<file path="config.mk">
export PLATFORM = sky130hd
export DESIGN_NAME = hall_sensor_average_and_event_count_top
export DESIGN_NICKNAME = d
export VERILOG_FILES = /design/src/rtl/core/hsaec_pkg.sv /design/src/rtl/core/hsaec_div.sv /design/src/rtl/core/hsaec_front.sv /design/src/rtl/core/hsaec_back.sv /design/src/rtl/core/hall_sensor_average_and_event_count_top.sv
export SDC_FILE = /design/constraint.sdc
export NUM_CORES = 1
export LEC_CHECK = 0
export BUFFER_PORTS_ARGS = -buffer_cell sky130_fd_sc_hd__buf_4
export CAP_MARGIN = 15
export CORE_ASPECT_RATIO = 1.5
export CORE_UTILIZATION = 26
export CTS_BUF_LIST = sky130_fd_sc_hd__clkbuf_2 sky130_fd_sc_hd__clkbuf_4 sky130_fd_sc_hd__clkbuf_8
export DETAILED_ROUTE_END_ITERATION = 10
export SYNTH_ARGS = -nofsm -noshare
export SYNTH_HDL_FRONTEND = slang
export SYNTH_SLANG_ARGS = --single-unit
</file>
<file path="constraint.sdc">
create_clock -name clk -period 6.04 [get_ports clk]
set_input_delay 0.906 -clock clk [delete_from_list [all_inputs] [get_ports clk]]
set_output_delay 0.906 -clock clk [all_outputs]
set_load 0.05 [all_outputs]
</file>
<file path="src/rtl/core/hsaec_pkg.sv">
// Shared types and constants for the hall sensor averaging and event counting block.
package hsaec_pkg;

    localparam int MAX_SAMPLES = 1024;

    localparam int SAMPLE_W   = 16;
    localparam int CMD_W      = 2;
    localparam int DEB_W      = 20;
    localparam int TICK_SHIFT = 4;
    localparam int PERIOD_W   = DEB_W - TICK_SHIFT;
    localparam int LOCK_W     = PERIOD_W + 1;
    localparam int TOTAL_W    = $clog2(MAX_SAMPLES + 1);
    localparam int SUM_W      = SAMPLE_W + $clog2(MAX_SAMPLES);
    localparam int FLUX_W     = 16;
    localparam int COUNT_W    = 32;

    localparam logic [DEB_W-1:0] DEB_RESET = DEB_W'(100000);

    localparam int ZERO_OFFSET = (1020 * 1000) / 90;
    localparam int SCALE_MUL   = 5500;
    localparam int SCALE_DIV   = 2457;

    // mean * SCALE_MUL / SCALE_DIV as mean * SCALE_RECIP >> RECIP_SHIFT, exact for 16-bit means
    localparam int RECIP_SHIFT = 28;
    localparam int RECIP_W     = 30;
    localparam logic [RECIP_W-1:0] SCALE_RECIP =
        RECIP_W'((longint'(SCALE_MUL) * (longint'(1) << RECIP_SHIFT) + SCALE_DIV - 1)
                 / SCALE_DIV);
    localparam int PROD_W      = SAMPLE_W + RECIP_W;
    localparam int SCALED_W    = 18;
    localparam int DIFF_W      = SCALED_W + 2;

    localparam int DIV_W  = SUM_W;
    localparam int DVS_W  = TOTAL_W;
    localparam int DCNT_W = $clog2(DIV_W);

    localparam int IN_W     = 16;
    localparam int OUT_W    = 56;
    localparam int OUT_PAD_W = OUT_W - (FLUX_W + 1 + COUNT_W + 1);

    localparam int QDEPTH = 4;
    localparam int QPTR_W = $clog2(QDEPTH);
    localparam int QCNT_W = $clog2(QDEPTH + 1);

    localparam logic [CMD_W-1:0] CMD_SAMPLE   = 2'd0;
    localparam logic [CMD_W-1:0] CMD_TICK     = 2'd1;
    localparam logic [CMD_W-1:0] CMD_CROSS    = 2'd2;
    localparam logic [CMD_W-1:0] CMD_DEBOUNCE = 2'd3;

    typedef enum logic [1:0] {
        OP_SAMPLE,
        OP_TICK,
        OP_CROSS,
        OP_DEBOUNCE
    } op_t;

    typedef struct packed {
        op_t                 op;
        logic [SAMPLE_W-1:0] sample;
    } q_entry_t;

    typedef struct packed {
        logic     valid;
        q_entry_t entry;
    } q_head_t;

    typedef struct packed {
        logic             start;
        logic [DIV_W-1:0] dividend;
        logic [DVS_W-1:0] divisor;
    } div_req_t;

    typedef struct packed {
        logic             done;
        logic [DIV_W-1:0] quotient;
    } div_rsp_t;

endpackage

</file>
<file path="src/rtl/core/hsaec_div.sv">
// Radix-2 restoring divider, one quotient bit per cycle.
module hsaec_div (
    input  logic              clk,
    input  logic              rst_n,
    input  hsaec_pkg::div_req_t req,
    output hsaec_pkg::div_rsp_t rsp
);
    import hsaec_pkg::*;

    logic              busy_reg, busy_next;
    logic              done_reg, done_next;
    logic [DCNT_W-1:0] cnt_reg, cnt_next;
    logic [DVS_W-1:0]  rem_reg, rem_next;
    logic [DIV_W-1:0]  quo_reg, quo_next;
    logic [DVS_W-1:0]  dvs_reg, dvs_next;
    logic [DVS_W:0]    trial;
    logic              fits;

    always_comb
    begin
        trial     = {rem_reg, quo_reg[DIV_W-1]};
        fits      = (trial >= {1'b0, dvs_reg});
        busy_next = busy_reg;
        done_next = 1'b0;
        cnt_next  = cnt_reg;
        rem_next  = rem_reg;
        quo_next  = quo_reg;
        dvs_next  = dvs_reg;
        if (req.start)
        begin
            busy_next = 1'b1;
            cnt_next  = DCNT_W'(DIV_W - 1);
            rem_next  = '0;
            quo_next  = req.dividend;
            dvs_next  = req.divisor;
        end
        else if (busy_reg)
        begin
            rem_next = fits ? DVS_W'(trial - {1'b0, dvs_reg}) : DVS_W'(trial);
            quo_next = {quo_reg[DIV_W-2:0], fits};
            cnt_next = cnt_reg - 1'b1;
            if (cnt_reg == '0)
            begin
                busy_next = 1'b0;
                done_next = 1'b1;
            end
        end
    end

    always_ff @(posedge clk or negedge rst_n)
    begin
        if (!rst_n)
        begin
            busy_reg <= 1'b0;
            done_reg <= 1'b0;
            cnt_reg  <= '0;
        end
        else
        begin
            busy_reg <= busy_next;
            done_reg <= done_next;
            cnt_reg  <= cnt_next;
        end
    end

    always_ff @(posedge clk)
    begin
        rem_reg <= rem_next;
        quo_reg <= quo_next;
        dvs_reg <= dvs_next;
    end

    assign rsp.done     = done_reg;
    assign rsp.quotient = quo_reg;

endmodule

</file>
<file path="src/rtl/core/hsaec_front.sv">
// Input side: decodes the item kind and queues items for the back end.
module hsaec_front (
    input  logic                           clk,
    input  logic                           rst_n,
    input  logic                           s_tvalid,
    output logic                           s_tready,
    input  logic [hsaec_pkg::IN_W-1:0]     s_tdata,
    input  logic [hsaec_pkg::CMD_W-1:0]    s_tuser,
    input  logic                           pop,
    output hsaec_pkg::q_head_t             head
);
    import hsaec_pkg::*;

    q_entry_t          fifo [QDEPTH];
    logic [QPTR_W-1:0] wr_ptr_reg, wr_ptr_next;
    logic [QPTR_W-1:0] rd_ptr_reg, rd_ptr_next;
    logic [QCNT_W-1:0] cnt_reg, cnt_next;
    logic              push;
    q_entry_t          new_entry;

    always_comb
    begin
        case (s_tuser)
            CMD_SAMPLE:   new_entry.op = OP_SAMPLE;
            CMD_TICK:     new_entry.op = OP_TICK;
            CMD_CROSS:    new_entry.op = OP_CROSS;
            CMD_DEBOUNCE: new_entry.op = OP_DEBOUNCE;
            default:      new_entry.op = OP_DEBOUNCE;
        endcase
        new_entry.sample = s_tdata[SAMPLE_W-1:0];
    end

    assign s_tready = (cnt_reg != QCNT_W'(QDEPTH));
    assign push     = s_tvalid && s_tready;

    always_comb
    begin
        wr_ptr_next = push ? wr_ptr_reg + 1'b1 : wr_ptr_reg;
        rd_ptr_next = pop ? rd_ptr_reg + 1'b1 : rd_ptr_reg;
        cnt_next    = cnt_reg;
        if (push && !pop)
        begin
            cnt_next = cnt_reg + 1'b1;
        end
        else if (pop && !push)
        begin
            cnt_next = cnt_reg - 1'b1;
        end
    end

    always_ff @(posedge clk or negedge rst_n)
    begin
        if (!rst_n)
        begin
            wr_ptr_reg <= '0;
            rd_ptr_reg <= '0;
            cnt_reg    <= '0;
        end
        else
        begin
            wr_ptr_reg <= wr_ptr_next;
            rd_ptr_reg <= rd_ptr_next;
            cnt_reg    <= cnt_next;
        end
    end

    always_ff @(posedge clk)
    begin
        if (push)
        begin
            fifo[wr_ptr_reg] <= new_entry;
        end
    end

    assign head.valid = (cnt_reg != '0);
    assign head.entry = fifo[rd_ptr_reg];

endmodule

</file>
<file path="src/rtl/core/hsaec_back.sv">
// Execution side: accumulator, flux conversion sequencer, crossing counter and output register.
module hsaec_back (
    input  logic                          clk,
    input  logic                          rst_n,
    input  hsaec_pkg::q_head_t            head,
    output logic                          pop,
    input  logic [hsaec_pkg::DEB_W-1:0]   debounce_us,
    output hsaec_pkg::div_req_t           div_req,
    input  hsaec_pkg::div_rsp_t           div_rsp,
    output logic                          m_tvalid,
    input  logic                          m_tready,
    output logic [hsaec_pkg::OUT_W-1:0]   m_tdata
);
    import hsaec_pkg::*;

    typedef enum logic [1:0] {
        ST_IDLE,
        ST_DIV_MEAN,
        ST_SCALE,
        ST_CONVERT
    } state_t;

    state_t               state_reg, state_next;
    logic [SUM_W-1:0]     sum_reg, sum_next;
    logic [TOTAL_W-1:0]   total_reg, total_next;
    logic [FLUX_W-1:0]    flux_reg, flux_next;
    logic                 flux_ok_reg, flux_ok_next;
    logic [COUNT_W-1:0]   count_reg, count_next;
    logic                 armed_reg, armed_next;
    logic [LOCK_W-1:0]    lock_reg, lock_next;
    logic [SAMPLE_W-1:0]  mean_reg, mean_next;
    logic [SCALED_W-1:0]  scaled_reg, scaled_next;
    logic                 out_valid_reg, out_valid_next;

    logic [PERIOD_W-1:0]        period;
    logic [LOCK_W-1:0]          lock_len;
    logic [LOCK_W-1:0]          lock_inc;
    logic [PROD_W-1:0]          product;
    logic signed [DIFF_W-1:0]   diff;
    logic [FLUX_W-1:0]          flux_sat;

    localparam logic signed [DIFF_W-1:0] ZERO_OFFSET_D = DIFF_W'(ZERO_OFFSET);
    localparam logic signed [DIFF_W-1:0] FLUX_MIN_D    = DIFF_W'(-32768);
    localparam logic signed [DIFF_W-1:0] FLUX_MAX_D    = DIFF_W'(32767);

    always_comb
    begin
        period   = debounce_us[DEB_W-1:TICK_SHIFT];
        if (period == '0)
        begin
            period = PERIOD_W'(1);
        end
        lock_len = {1'b0, period} + 1'b1;
        lock_inc = lock_reg + 1'b1;
        product  = {{RECIP_W{1'b0}}, mean_reg} * {{SAMPLE_W{1'b0}}, SCALE_RECIP};
        diff     = ZERO_OFFSET_D - signed'({2'b00, scaled_reg});
        if (diff < FLUX_MIN_D)
        begin
            flux_sat = FLUX_MIN_D[FLUX_W-1:0];
        end
        else if (diff > FLUX_MAX_D)
        begin
            flux_sat = FLUX_MAX_D[FLUX_W-1:0];
        end
        else
        begin
            flux_sat = diff[FLUX_W-1:0];
        end
    end

    assign pop = (state_reg == ST_IDLE) && head.valid && (!out_valid_reg || m_tready);

    always_comb
    begin
        state_next     = state_reg;
        sum_next       = sum_reg;
        total_next     = total_reg;
        flux_next      = flux_reg;
        flux_ok_next   = flux_ok_reg;
        count_next     = count_reg;
        armed_next     = armed_reg;
        lock_next      = lock_reg;
        mean_next      = mean_reg;
        scaled_next    = scaled_reg;
        out_valid_next = out_valid_reg && !m_tready;
        div_req        = '0;
        case (state_reg)
            ST_IDLE:
            begin
                if (pop)
                begin
                    out_valid_next = 1'b1;
                    case (head.entry.op)
                        OP_SAMPLE:
                        begin
                            if (total_reg < TOTAL_W'(MAX_SAMPLES))
                            begin
                                sum_next   = sum_reg + SUM_W'(head.entry.sample);
                                total_next = total_reg + 1'b1;
                            end
                        end
                        OP_TICK:
                        begin
                            sum_next   = '0;
                            total_next = '0;
                            if (total_reg == '0)
                            begin
                                flux_ok_next = 1'b0;
                            end
                            else
                            begin
                                out_valid_next   = 1'b0;
                                div_req.start    = 1'b1;
                                div_req.dividend = DIV_W'(sum_reg);
                                div_req.divisor  = DVS_W'(total_reg);
                                state_next       = ST_DIV_MEAN;
                            end
                        end
                        OP_CROSS:
                        begin
                            if (armed_reg)
                            begin
                                count_next = count_reg + 1'b1;
                                armed_next = 1'b0;
                                lock_next  = '0;
                            end
                        end
                        OP_DEBOUNCE:
                        begin
                            if (!armed_reg)
                            begin
                                if (lock_inc >= lock_len)
                                begin
                                    armed_next = 1'b1;
                                    lock_next  = '0;
                                end
                                else
                                begin
                                    lock_next = lock_inc;
                                end
                            end
                        end
                        default:
                        begin
                            out_valid_next = 1'b1;
                        end
                    endcase
                end
            end
            ST_DIV_MEAN:
            begin
                if (div_rsp.done)
                begin
                    mean_next  = div_rsp.quotient[SAMPLE_W-1:0];
                    state_next = ST_SCALE;
                end
            end
            ST_SCALE:
            begin
                scaled_next = product[RECIP_SHIFT +: SCALED_W];
                state_next  = ST_CONVERT;
            end
            ST_CONVERT:
            begin
                flux_next      = flux_sat;
                flux_ok_next   = 1'b1;
                out_valid_next = 1'b1;
                state_next     = ST_IDLE;
            end
            default:
            begin
                state_next = ST_IDLE;
            end
        endcase
    end

    always_ff @(posedge clk or negedge rst_n)
    begin
        if (!rst_n)
        begin
            state_reg     <= ST_IDLE;
            sum_reg       <= '0;
            total_reg     <= '0;
            flux_reg      <= '0;
            flux_ok_reg   <= 1'b0;
            count_reg     <= '0;
            armed_reg     <= 1'b1;
            lock_reg      <= '0;
            mean_reg      <= '0;
            scaled_reg    <= '0;
            out_valid_reg <= 1'b0;
        end
        else
        begin
            state_reg     <= state_next;
            sum_reg       <= sum_next;
            total_reg     <= total_next;
            flux_reg      <= flux_next;
            flux_ok_reg   <= flux_ok_next;
            count_reg     <= count_next;
            armed_reg     <= armed_next;
            lock_reg      <= lock_next;
            mean_reg      <= mean_next;
            scaled_reg    <= scaled_next;
            out_valid_reg <= out_valid_next;
        end
    end

    assign m_tvalid = out_valid_reg;
    assign m_tdata  = {{OUT_PAD_W{1'b0}}, armed_reg, count_reg, flux_ok_reg, flux_reg};

endmodule

</file>
<file path="src/rtl/core/hall_sensor_average_and_event_count_top.sv">
// Top level of the hall sensor averaging and event counting block.
//
// Input stream: s_tuser carries the item kind (sample, millisecond tick,
// comparator crossing, debounce tick), s_tdata the 16-bit ADC sample.
// Every accepted item yields exactly one result item on the output stream
// with the flux density, its valid flag, the event count and the armed bit.
// cfg_we/cfg_wdata load the debounce time; write it only while idle.
// A four-entry queue sits between the input decode and the execution unit.
// Samples, crossings and debounce ticks pass the queue and the execution
// unit's output register; a millisecond tick with samples runs the 26-bit
// mean divider at one quotient bit per cycle, then a reciprocal multiply and
// a saturate stage, and holds the execution unit until its result is registered.
// Throughput: one item per cycle except while a tick is being converted.
// A stalled output holds its item and stops the execution unit; the input
// keeps accepting until the queue is full.
// Reset: sums, counts and flux clear, the block comes up armed, the
// debounce time returns to 100000 us. No clearing pass is needed.
module hall_sensor_average_and_event_count_top (
    input  logic                            clk,
    input  logic                            rst_n,
    input  logic                            s_tvalid,
    output logic                            s_tready,
    input  logic [hsaec_pkg::IN_W-1:0]      s_tdata,   // [15:0] sample
    input  logic [hsaec_pkg::CMD_W-1:0]     s_tuser,   // [1:0] command
    output logic                            m_tvalid,
    input  logic                            m_tready,
    output logic [hsaec_pkg::OUT_W-1:0]     m_tdata,   // [15:0] flux_density, [16] flux_valid,
                                                       // [48:17] event_count, [49] armed
    input  logic                            cfg_we,
    input  logic [hsaec_pkg::DEB_W-1:0]     cfg_wdata
);
    import hsaec_pkg::*;

    logic [DEB_W-1:0] debounce_reg;
    q_head_t          head;
    logic             pop;
    div_req_t         div_req;
    div_rsp_t         div_rsp;

    always_ff @(posedge clk or negedge rst_n)
    begin
        if (!rst_n)
        begin
            debounce_reg <= DEB_RESET;
        end
        else if (cfg_we)
        begin
            debounce_reg <= cfg_wdata;
        end
    end

    hsaec_front u_front (
        .clk      (clk),
        .rst_n    (rst_n),
        .s_tvalid (s_tvalid),
        .s_tready (s_tready),
        .s_tdata  (s_tdata),
        .s_tuser  (s_tuser),
        .pop      (pop),
        .head     (head)
    );

    hsaec_div u_div (
        .clk   (clk),
        .rst_n (rst_n),
        .req   (div_req),
        .rsp   (div_rsp)
    );

    hsaec_back u_back (
        .clk         (clk),
        .rst_n       (rst_n),
        .head        (head),
        .pop         (pop),
        .debounce_us (debounce_reg),
        .div_req     (div_req),
        .div_rsp     (div_rsp),
        .m_tvalid    (m_tvalid),
        .m_tready    (m_tready),
        .m_tdata     (m_tdata)
    );

    a_pop_nonempty: assert property (@(posedge clk) disable iff (!rst_n)
        pop |-> head.valid)
        else $error("pop from empty queue");

    a_pop_slot_free: assert property (@(posedge clk) disable iff (!rst_n)
        pop |-> (!m_tvalid || m_tready))
        else $error("pop would overwrite a pending result");

    a_push_visible: assert property (@(posedge clk) disable iff (!rst_n)
        (s_tvalid && s_tready) |=> head.valid)
        else $error("accepted item not visible at queue head");

endmodule

</file>
# After elaboration in Yosys (flattened, before gate mapping)
# Memories as Yosys holds them, arrays and structs flattened.
# Cells that the tools add are included.
# op_classes
add_sub_neg	12
mul	1
n_lt_le_gt_ge	5
eq_ne	18
mux	47
bitwise_logic	3
n_reduce_logical	31
# op_table
cell	count
38-bit 2-to-1 mux	4
26-bit 2-to-1 mux	3
26-bit case mux with 2 select lines	1
17-bit 2-to-1 mux	3
16-bit 2-to-1 mux	3
16-bit by 29-bit multiplier with 45-bit output (second input constant)	1
17-bit case mux with 2 select lines	1
32-bit by 1-bit adder with 32-bit output (second input constant)	1
26-bit by 16-bit adder with 26-bit output	1
11-bit 2-to-1 mux	2
11-bit case mux with 2 select lines	1
20-bit by 16-bit > comparator with 1-bit output (second input constant)	1
20-bit by 16-bit less-than comparator with 1-bit output (second input constant)	1
14-bit by 18-bit subtractor with 19-bit output (first input constant)	1
16-bit by 1-bit adder with 17-bit output (second input constant)	1
17-bit by 1-bit adder with 17-bit output (second input constant)	1
17-bit greater-or-equal comparator	1
16-bit logical NOT	1
1-bit 2-to-1 mux	16
2-bit case mux with 4 select lines	2
4-bit AND reduction	4
2-bit equality test (second input constant)	6
12-bit by 11-bit greater-or-equal comparator with 1-bit output	1
2-bit != test (second input constant)	6
other kinds (27)	54
# totals
register_bits	223
mem_bits_rw	72
inputBits	43
output_inout_bits	58
word_cells	139
memories	1
# memory_table
name	depth	width	rd	rd_clocked_by_memory_dff	wr	line	rtl
u_front.fifo	4	18	1	0	1	hsaec_front.sv:14	q_entry_t fifo [QDEPTH];

# Logic depth before layout (Yosys ltp)
# Gate-level depths: netlist (run 1).
# depth
depth_word	7
mapped_depth	21
ltp_nobuf	21

# Hierarchy
# Synthesis (run 1) repeated with hierarchy kept, for this count alone.
# unflattened
cells_unflattened	1970
hier_area_um2	22058.7
# by_module_without_submodules
module	n_inst	cells_per_inst	area_each_um2	seq_area_each_um2
hsaec_back	1	1546	15257.1	3529.6
hsaec_front	1	131	3025.4	2337.2
hsaec_div	1	251	2945.3	1506.4
hall_sensor_average_and_event_count_top	1	42	830.8	508.0

# Worst setup path after synthesis (run 1)
# OpenSTA, ideal clock, no wires.
# synth_path
path_type	register to register
startpoint	register u_back.mean_reg[4]
endpoint	register u_back.scaled_reg[15]
setup_ns	0.116
arrival_ns	5.775
required_ns	5.924
setup_slack_ns	0.149
stages_incl_launch_ff	20
synth_period_minus_slack_ns	5.891
path_cell_list	dfrtp_1 -> fa_1 -> inv_1 -> fa_1 -> fa_1 -> inv_1 -> fa_1 -> inv_1 -> fa_1 -> inv_1 -> fa_1 -> ha_1 -> nand4_1 -> nor4_1 -> a32oi_1 -> a21oi_1 -> nor2_1 -> a211oi_1 -> a31oi_1 -> o311ai_0
# synth_via
elab_chain_cells	1
# synth_rtl
item	line	rtl
from (decl)	hsaec_back.sv:31	logic [SAMPLE_W-1:0] mean_reg, mean_next;
from (signal assigned)	hsaec_back.sv:203	mean_reg <= mean_next;
16-bit by 29-bit multiplier with 45-bit output	hsaec_back.sv:55	product = {{RECIP_W{1'b0}}, mean_reg} * {{SAMPLE_W{1'b0}}, SCALE_RECIP};
to (signal assigned)	hsaec_back.sv:204	scaled_reg <= scaled_next;
to (decl)	hsaec_back.sv:32	logic [SCALED_W-1:0] scaled_reg, scaled_next;
# Every way passes these cells.
# A chain may end at the register's enable or synchronous reset.

# Final worst setup path (run 1)
# layout_path
startpoint	register u_back.mean_reg[15]
endpoint	register u_back.scaled_reg[11]
# The elaborated chain is that of the path after synthesis.

==> impl_metrics.json, run 1 <==
{
  "status": "complete, no violations",
  "layout_commonest_cell": "inv_1",
  "grt_pass1_vias": 15150,
  "synth_area_leaders": "dfrtp_1, edfxtp_1, fa_1",
  "syn-cell-area_mm2": 0.02126,
  "nets": 2564,
  "rrSetupSlack_ns": 0.13,
  "grt_use_total_pct": 11.63,
  "core-area_mm2": 0.08104,
  "setup.worst_path.end_class": "flop",
  "layoutNonFillerInstCount": 3220,
  "dp.cells": 3115,
  "p_total_w": 0.01335,
  "drt_first_pass_iters": 5,
  "synth_largest_area_cell": "dfrtp_1",
  "start_kind": "flop",
  "cts_buffers": 52,
  "grt_remaining_overflow": 0,
  "port_buffers": 90,
  "rsz0062_at_grt": "yes",
  "postRouteAntennaNets": 0,
  "crit_chain": "fa_2, inv_1, fa_1, inv_1, fa_1, fa_1, inv_2, fa_1, inv_1, fa_1, ha_4, nand4_1, nor2_2, a32oi_2, a21oi_2, nor2_4, a211oi_2, buf_4, buf_4, a311o_1, nand3_1",
  "period_share_pct": 97.87,
  "seq_area_frac_synth_pct": 36.60,
  "tightest_slew_ns": 1.080,
  "fp.dieArea_mm2": 0.08295,
  "path_delay_family": "adder cells",
  "period_needed_ns": 5.911,
  "cts.sinks": 291,
  "path_clk_slew_ns": 0.07,
  "die_y_um": 352.2,
  "cts_root_buf": "clkbuf_8",
  "cp-startpoint": "u_back.mean_reg[15]",
  "initial_core_util_pct": 26.24,
  "drv_cap": 0,
  "synthFlopType": "dfrtp_1",
  "finalSetupTns_ns": 0,
  "gp_congestion": 0.8930,
  "grt_max_degree": 89,
  "synth_top_area_share_pct": 19.30,
  "required_ns": 6.61,
  "drive_gt1_share_pct": 17.03,
  "crit_path_top_delay_cell": "fa_2",
  "path_buf_inv": 6,
  "critPathKind": "reg -> reg",
  "drcViolationCount": 0,
  "p_per_area_mw_per_mm2": 534.8,
  "synth-edff-count": 109,
  "max_slew_margin_pct": 27.84,
  "via_per_inst": 4.468,
  "setup_viol": 0,
  "crit_top_cell": "fa_1",
  "routedWlPerCell_um": 14.81,
  "ys_types": 80,
  "ys_ff_latch": 291,
  "timing.fmax_ghz": 0.1692,
  "p_leak_nw": 11.97,
  "cpPeakStageDelay_ns": 0.60,
  "num_rows": 128,
  "rr_startpoint": "u_back.mean_reg[15]",
  "dieWidth_um": 235.5,
  "arrival_ns": 6.48,
  "cp_max_fo": 7,
  "r2r_cells": 21,
  "antenna_found_initial": 1,
  "htree_levels": 2,
  "worstHoldPathType": "in -> async",
  "drtIter0Drc": 569,
  "ys_warn_count": 0,
  "syn_inst": 1966,
  "clock_latency_ns": 0.65,
  "largest_reg_flops": 72,
  "r2r_end": "u_back.scaled_reg[11]",
  "routed_wl_um": 47690,
  "synth-async-reset-ratio_pct": 58.76,
  "skew_ns": 0.02758,
  "via_count": 14390,
  "syn2layout_area_growth_pct": 17.41,
  "grt_pass1_wl_um": 77660,
  "hold_violations": 0,
  "slew_violations": 0,
  "syn_avg_cell_area_um2": 10.82,
  "cts_max_path_buffers": 3,
  "peakVddDrop_mv": 0.2831,
  "dpl.hpwl_um": 37060,
  "cts_tree": "done",
  "io_pins": 101,
  "layout_common_cells": "inv_1, ha_1, nand2_1"
}
## worst max-delay path by stage
stage / to / slack [ns] / cells after the start
6_report: u_back.scaled_reg[11] / 0.13 / 21
5_1_grt: u_back.scaled_reg[11] / -0.1 / 22
4_1_cts: u_back.scaled_reg[14] / 0.003 / 21
3_5_place_dp: u_back.scaled_reg[15] / -0.03 / 20
3_3_place_gp: u_back.scaled_reg[15] / 0.03 / 22
2_1_floorplan: u_back.scaled_reg[15] / 0.15 / 19
## stage by stage
step                      worst slack (ns)  instance area, µm²  hold WS, ns  utilization (%)
after detailed placement          -0.02612               23520       0.4695            29.02
final                               0.1288               24970       0.2670            30.81
after CTS                         0.002767               24650       0.2910            30.42
after global placement             0.02557               23520       0.4613            29.02
after global routing              -0.09528               24970       0.3317            30.81
after floorplan                     0.1492               21280       0.4457                -
## what timing repair did
action                                  in CTS  in global routing
pin swaps                                    3                 42
hold endpoints to repair                     0                  0
hold buffers                                 0                  0
buffers inserted                             0                  9
resized for setup                            4                 45
endpoints found under the setup margin       5                 18
## area by class of cell
type | instances | area [µm²]
Fill cell | 8409 | 56070
Clock buffer | 74 | 905.9
Clock inverter | 22 | 210.2
Timing Repair Buffer | 160 | 1260
Tap cell | 1040 | 1301
Multi-Input combinational cell | 1317 | 12320
Sequential cell | 291 | 7784
Inverter | 315 | 1182
Antenna cell | 1 | 2.502
## power breakdown
part / switching (W) / internal [W]
combinational: 0.00483 / 0.00350
clock: 0.000871 / 0.00111
sequential: 0.000411 / 0.00263
total: 0.00611 / 0.00724
## metal layers
metal | wire length, µm | track usage (%)
met2 | 24940 | 21.87
met1 | 19210 | 12.86
met3 | 1941 | 2.348
met5 | 0 | 0
met4 | 1598 | 3.908
## Yosys cell counts, types with 7 or more instances
library cell,instances
inv_1,314
ha_1,228
nand2_1,172
dfrtp_1,164
fa_1,156
edfxtp_1,109
nor2_1,73
xnor2_1,70
a21oi_1,65
o21ai_0,56
nand3_1,51
and3_1,39
mux2_2,37
xor2_1,35
clkbuf_1,30
nor3_1,25
nand4_1,23
o22ai_1,19
a21o_1,18
a31oi_1,15
a32o_1,15
or3_1,15
mux4_2,13
nand2b_1,13
o31ai_1,13
and2_1,12
a211oi_1,11
dfxtp_1,11
mux2i_1,11
nor4_1,11
buf_4,9
o21a_1,9
nor2b_1,8
or2_2,8
and4_1,7
dfstp_2,7
o21bai_1,7
## cells by family (layout without fill, tap and decap cells)
family | count (synthesis) | after routing | share of synthesized area, %
AOI/OAI and AO/OA | 275 | 275 | 8.479
xor gates and xnor gates | 105 | 105 | 4.325
adders and majority gates | 384 | 384 | 28.10
buffers and inverters | 363 | 571 | 6.620
DFF | 291 | 291 | 36.60
muxes | 66 | 66 | 4.472
other | 1 | 7 | 0.01764
and+or+nand+nor | 481 | 481 | 11.39
No activity file was read; power rests on OpenSTA's default activity.
==> inputs of run 2 (changes only) <==
--- a/config.mk
+++ b/config.mk
@@ -11,6 +11,7 @@
 export CORE_UTILIZATION = 26
 export CTS_BUF_LIST = sky130_fd_sc_hd__clkbuf_2 sky130_fd_sc_hd__clkbuf_4 sky130_fd_sc_hd__clkbuf_8
 export DETAILED_ROUTE_END_ITERATION = 10
+export PLACE_DENSITY_LB_ADDON = 0.3
 export SYNTH_ARGS = -nofsm -noshare
 export SYNTH_HDL_FRONTEND = slang
 export SYNTH_SLANG_ARGS = --single-unit
==> run 2 against run 1 <==
Against the previous run: worst setup slack worse by 0.070 ns; global-route usage is 0.89 points higher; combinational power is 6.6% higher; first-iteration DRC count is 0.35% lower; largest cell class unchanged; critical path type unchanged; routed wire length is 7.7% higher.
==> impl_metrics.json, run 2 (same netlist as run 1, synthesis figures left out) <==
{
  "status": "complete, no violations",
  "drtIter0Drc": 567,
  "path_clk_slew_ns": 0.07,
  "wl_met1_um": 18920,
  "dpl.hpwl_um": 40890,
  "gp_congestion": 0.8901,
  "layout_commonest_cell": "inv_1",
  "skew_ns": 0.03781,
  "timing.fmax_ghz": 0.1672,
  "p_clk_share_pct": 12.8,
  "crit_chain": "fa_2, inv_1, fa_2, fa_1, fa_1, fa_1, inv_1, fa_1, ha_1, nand4_1, buf_4, nor2_1, o31ai_4, a21oi_2, nor2_4, a211oi_4, or3_1, a31o_2",
  "highest_layer": "met4",
  "core-area_mm2": 0.08104,
  "p_leak_nw": 12.01,
  "drt_first_pass_iters": 5,
  "setup_viol": 0,
  "cts_tree": "done",
  "cts_root_buf": "clkbuf_8",
  "power_frac_comb_pct": 65.2,
  "path_delay_family": "adder cells",
  "syn2layout_area_growth_pct": 17.65,
  "setup_slack_ns": 0.05857,
  "period_share_pct": 99.03,
  "place_area_mm2": 0.02368,
  "worstHoldPathType": "in -> async",
  "max_slew_margin_pct": 24.43,
  "antenna_found_initial": 1,
  "io_pins": 101,
  "via_per_inst": 4.584,
  "routed_wl_um": 51370,
  "fill_cells": 8370,
  "layoutNonFillerInstCount": 3230,
  "largest_reg_flops": 72,
  "grt_pass1_vias": 16200,
  "routedWlPerCell_um": 15.90,
  "postRouteAntennaNets": 0,
  "required_ns": 6.53,
  "cts_buffers": 44,
  "cp_max_fo": 5,
  "fp.dieArea_mm2": 0.08295,
  "start_kind": "flop",
  "stdcell_area_mm2": 0.02502,
  "holdBufCountCts": 0,
  "sequentialPowerShare_pct": 22.1,
  "drive_gt1_share_pct": 17.86,
  "peakVddDrop_mv": 0.3149,
  "htree_levels": 2,
  "grt_use_total_pct": 12.52,
  "crit_top_cell": "fa_1",
  "wl_met3_um": 1107,
  "cts_max_path_buffers": 3,
  "power_switching_share_pct": 46.26,
  "port_buffers": 90,
  "slew_violations": 0,
  "cpPeakStageDelay_ns": 0.63,
  "rsz0062_at_grt": "yes",
  "dieWidth_um": 235.5,
  "drv_cap": 0,
  "grt_remaining_overflow": 0,
  "intPower_w": 0.007324,
  "initial_core_util_pct": 26.24,
  "clock_latency_ns": 0.61,
  "path_buf_inv": 3,
  "hold_violations": 0,
  "grt_max_degree": 93,
  "wl_met2_um": 29480,
  "multi_input_area_mm2": 0.01238,
  "period_needed_ns": 5.981,
  "critPathKind": "reg -> reg",
  "die_y_um": 352.2,
  "p_sw_w": 0.006306,
  "tightest_slew_ns": 1.122,
  "dp_slack_ns": -0.3714,
  "p_per_area_mw_per_mm2": 544.9,
  "setup.worst_path.end_class": "flop",
  "num_rows": 128,
  "arrival_ns": 6.47,
  "cts.sinks": 291,
  "dp.cells": 3138,
  "nets": 2580,
  "grt_pass1_wl_um": 83730,
  "drcViolationCount": 0,
  "layout_common_cells": "inv_1, ha_1, buf_4",
  "via_count": 14810,
  "crit_path_top_delay_cell": "fa_2",
  "seq_area_mm2": 0.007784
}
-- run 2: layout make-up --
| type | count | share of cell area (%) |
|---|---|---|
| clock inverters | 14 | 0.4101 |
| clock buffers | 68 | 3.341 |
| well taps | 1040 | 5.202 |
| multi-input cells | 1317 | 49.50 |
| inverters | 315 | 4.727 |
| repair buffers | 184 | 5.697 |
| diodes | 1 | 0.01000 |
| flip-flops and latches | 291 | 31.12 |
-- run 2: worst register-to-register path, delay by kind of cell (launching register included) --
kind / cells / cell delay, ns
compound gates: 4 / 0.80
buf+inv: 3 / 0.31
fa+ha+maj: 7 / 3.48
simple gates: 4 / 0.87
flops: 1 / 0.41
-- run 2: metrics by stage --
| stage | TNS, ns | utilization (%) | hold slack [ns] | total power (W) |
|---|---|---|---|---|
| CTS | -0.009325 | 30.58 | 0.3588 | 0.01355 |
| detailed placement | -5.005 | 29.22 | 0.4781 | 0.01156 |
| finish | 0 | 30.87 | 0.3303 | 0.01363 |
| global route | -1.591 | 30.87 | 0.3855 | 0.01511 |
| floorplan | 0 | - | 0.4457 | 0.008954 |
| global placement | -4.380 | 29.22 | 0.4644 | 0.01137 |
-- run 2: worst paths after layout --
check	start	end	slack, ns	cells after the start
min in group clk	u_div.rem_reg[10]	u_div.rem_reg[10]	0.48	2
worst max-delay path	u_back.mean_reg[4]	u_back.scaled_reg[17]	0.06	18
max in group asynchronous	rst_n	u_back.flux_reg[6]	4.40	2
worst max register to register	u_back.mean_reg[4]	u_back.scaled_reg[17]	0.06	18
worst min-delay path	rst_n	u_back.total_reg[6]	0.33	1
worst min register to register	u_div.rem_reg[10]	u_div.rem_reg[10]	0.48	2
-- run 2: power by group through the flow --
| stage | Combinational (W) | Clock, W | Sequential (W) |
|---|---|---|---|
| after floorplan | 0.00586 | 0 | 0.00309 |
| after global placement | 0.00834 | 0 | 0.00303 |
| after detailed placement | 0.00851 | 0 | 0.00304 |
| after CTS | 0.00872 | 0.00182 | 0.00301 |
| after global routing | 0.0102 | 0.00188 | 0.00308 |
| final | 0.00888 | 0.00174 | 0.00301 |
-- run 2: layer usage --
| layer | vias up | GRT usage, % |
|---|---|---|
| li1 | 7093 | - |
| met2 | 191 | 25.63 |
| met1 | 7424 | 12.65 |
| met4 | 0 | 5.007 |
| met5 | - | 0 |
| met3 | 97 | 1.158 |
-- run 2: timing repair --
item,4_1_cts,5_1_grt
gates resized for setup,29,46
buffers inserted,4,4
setup endpoints to repair,18,17
pin swaps,22,47
hold endpoints to repair,0,0
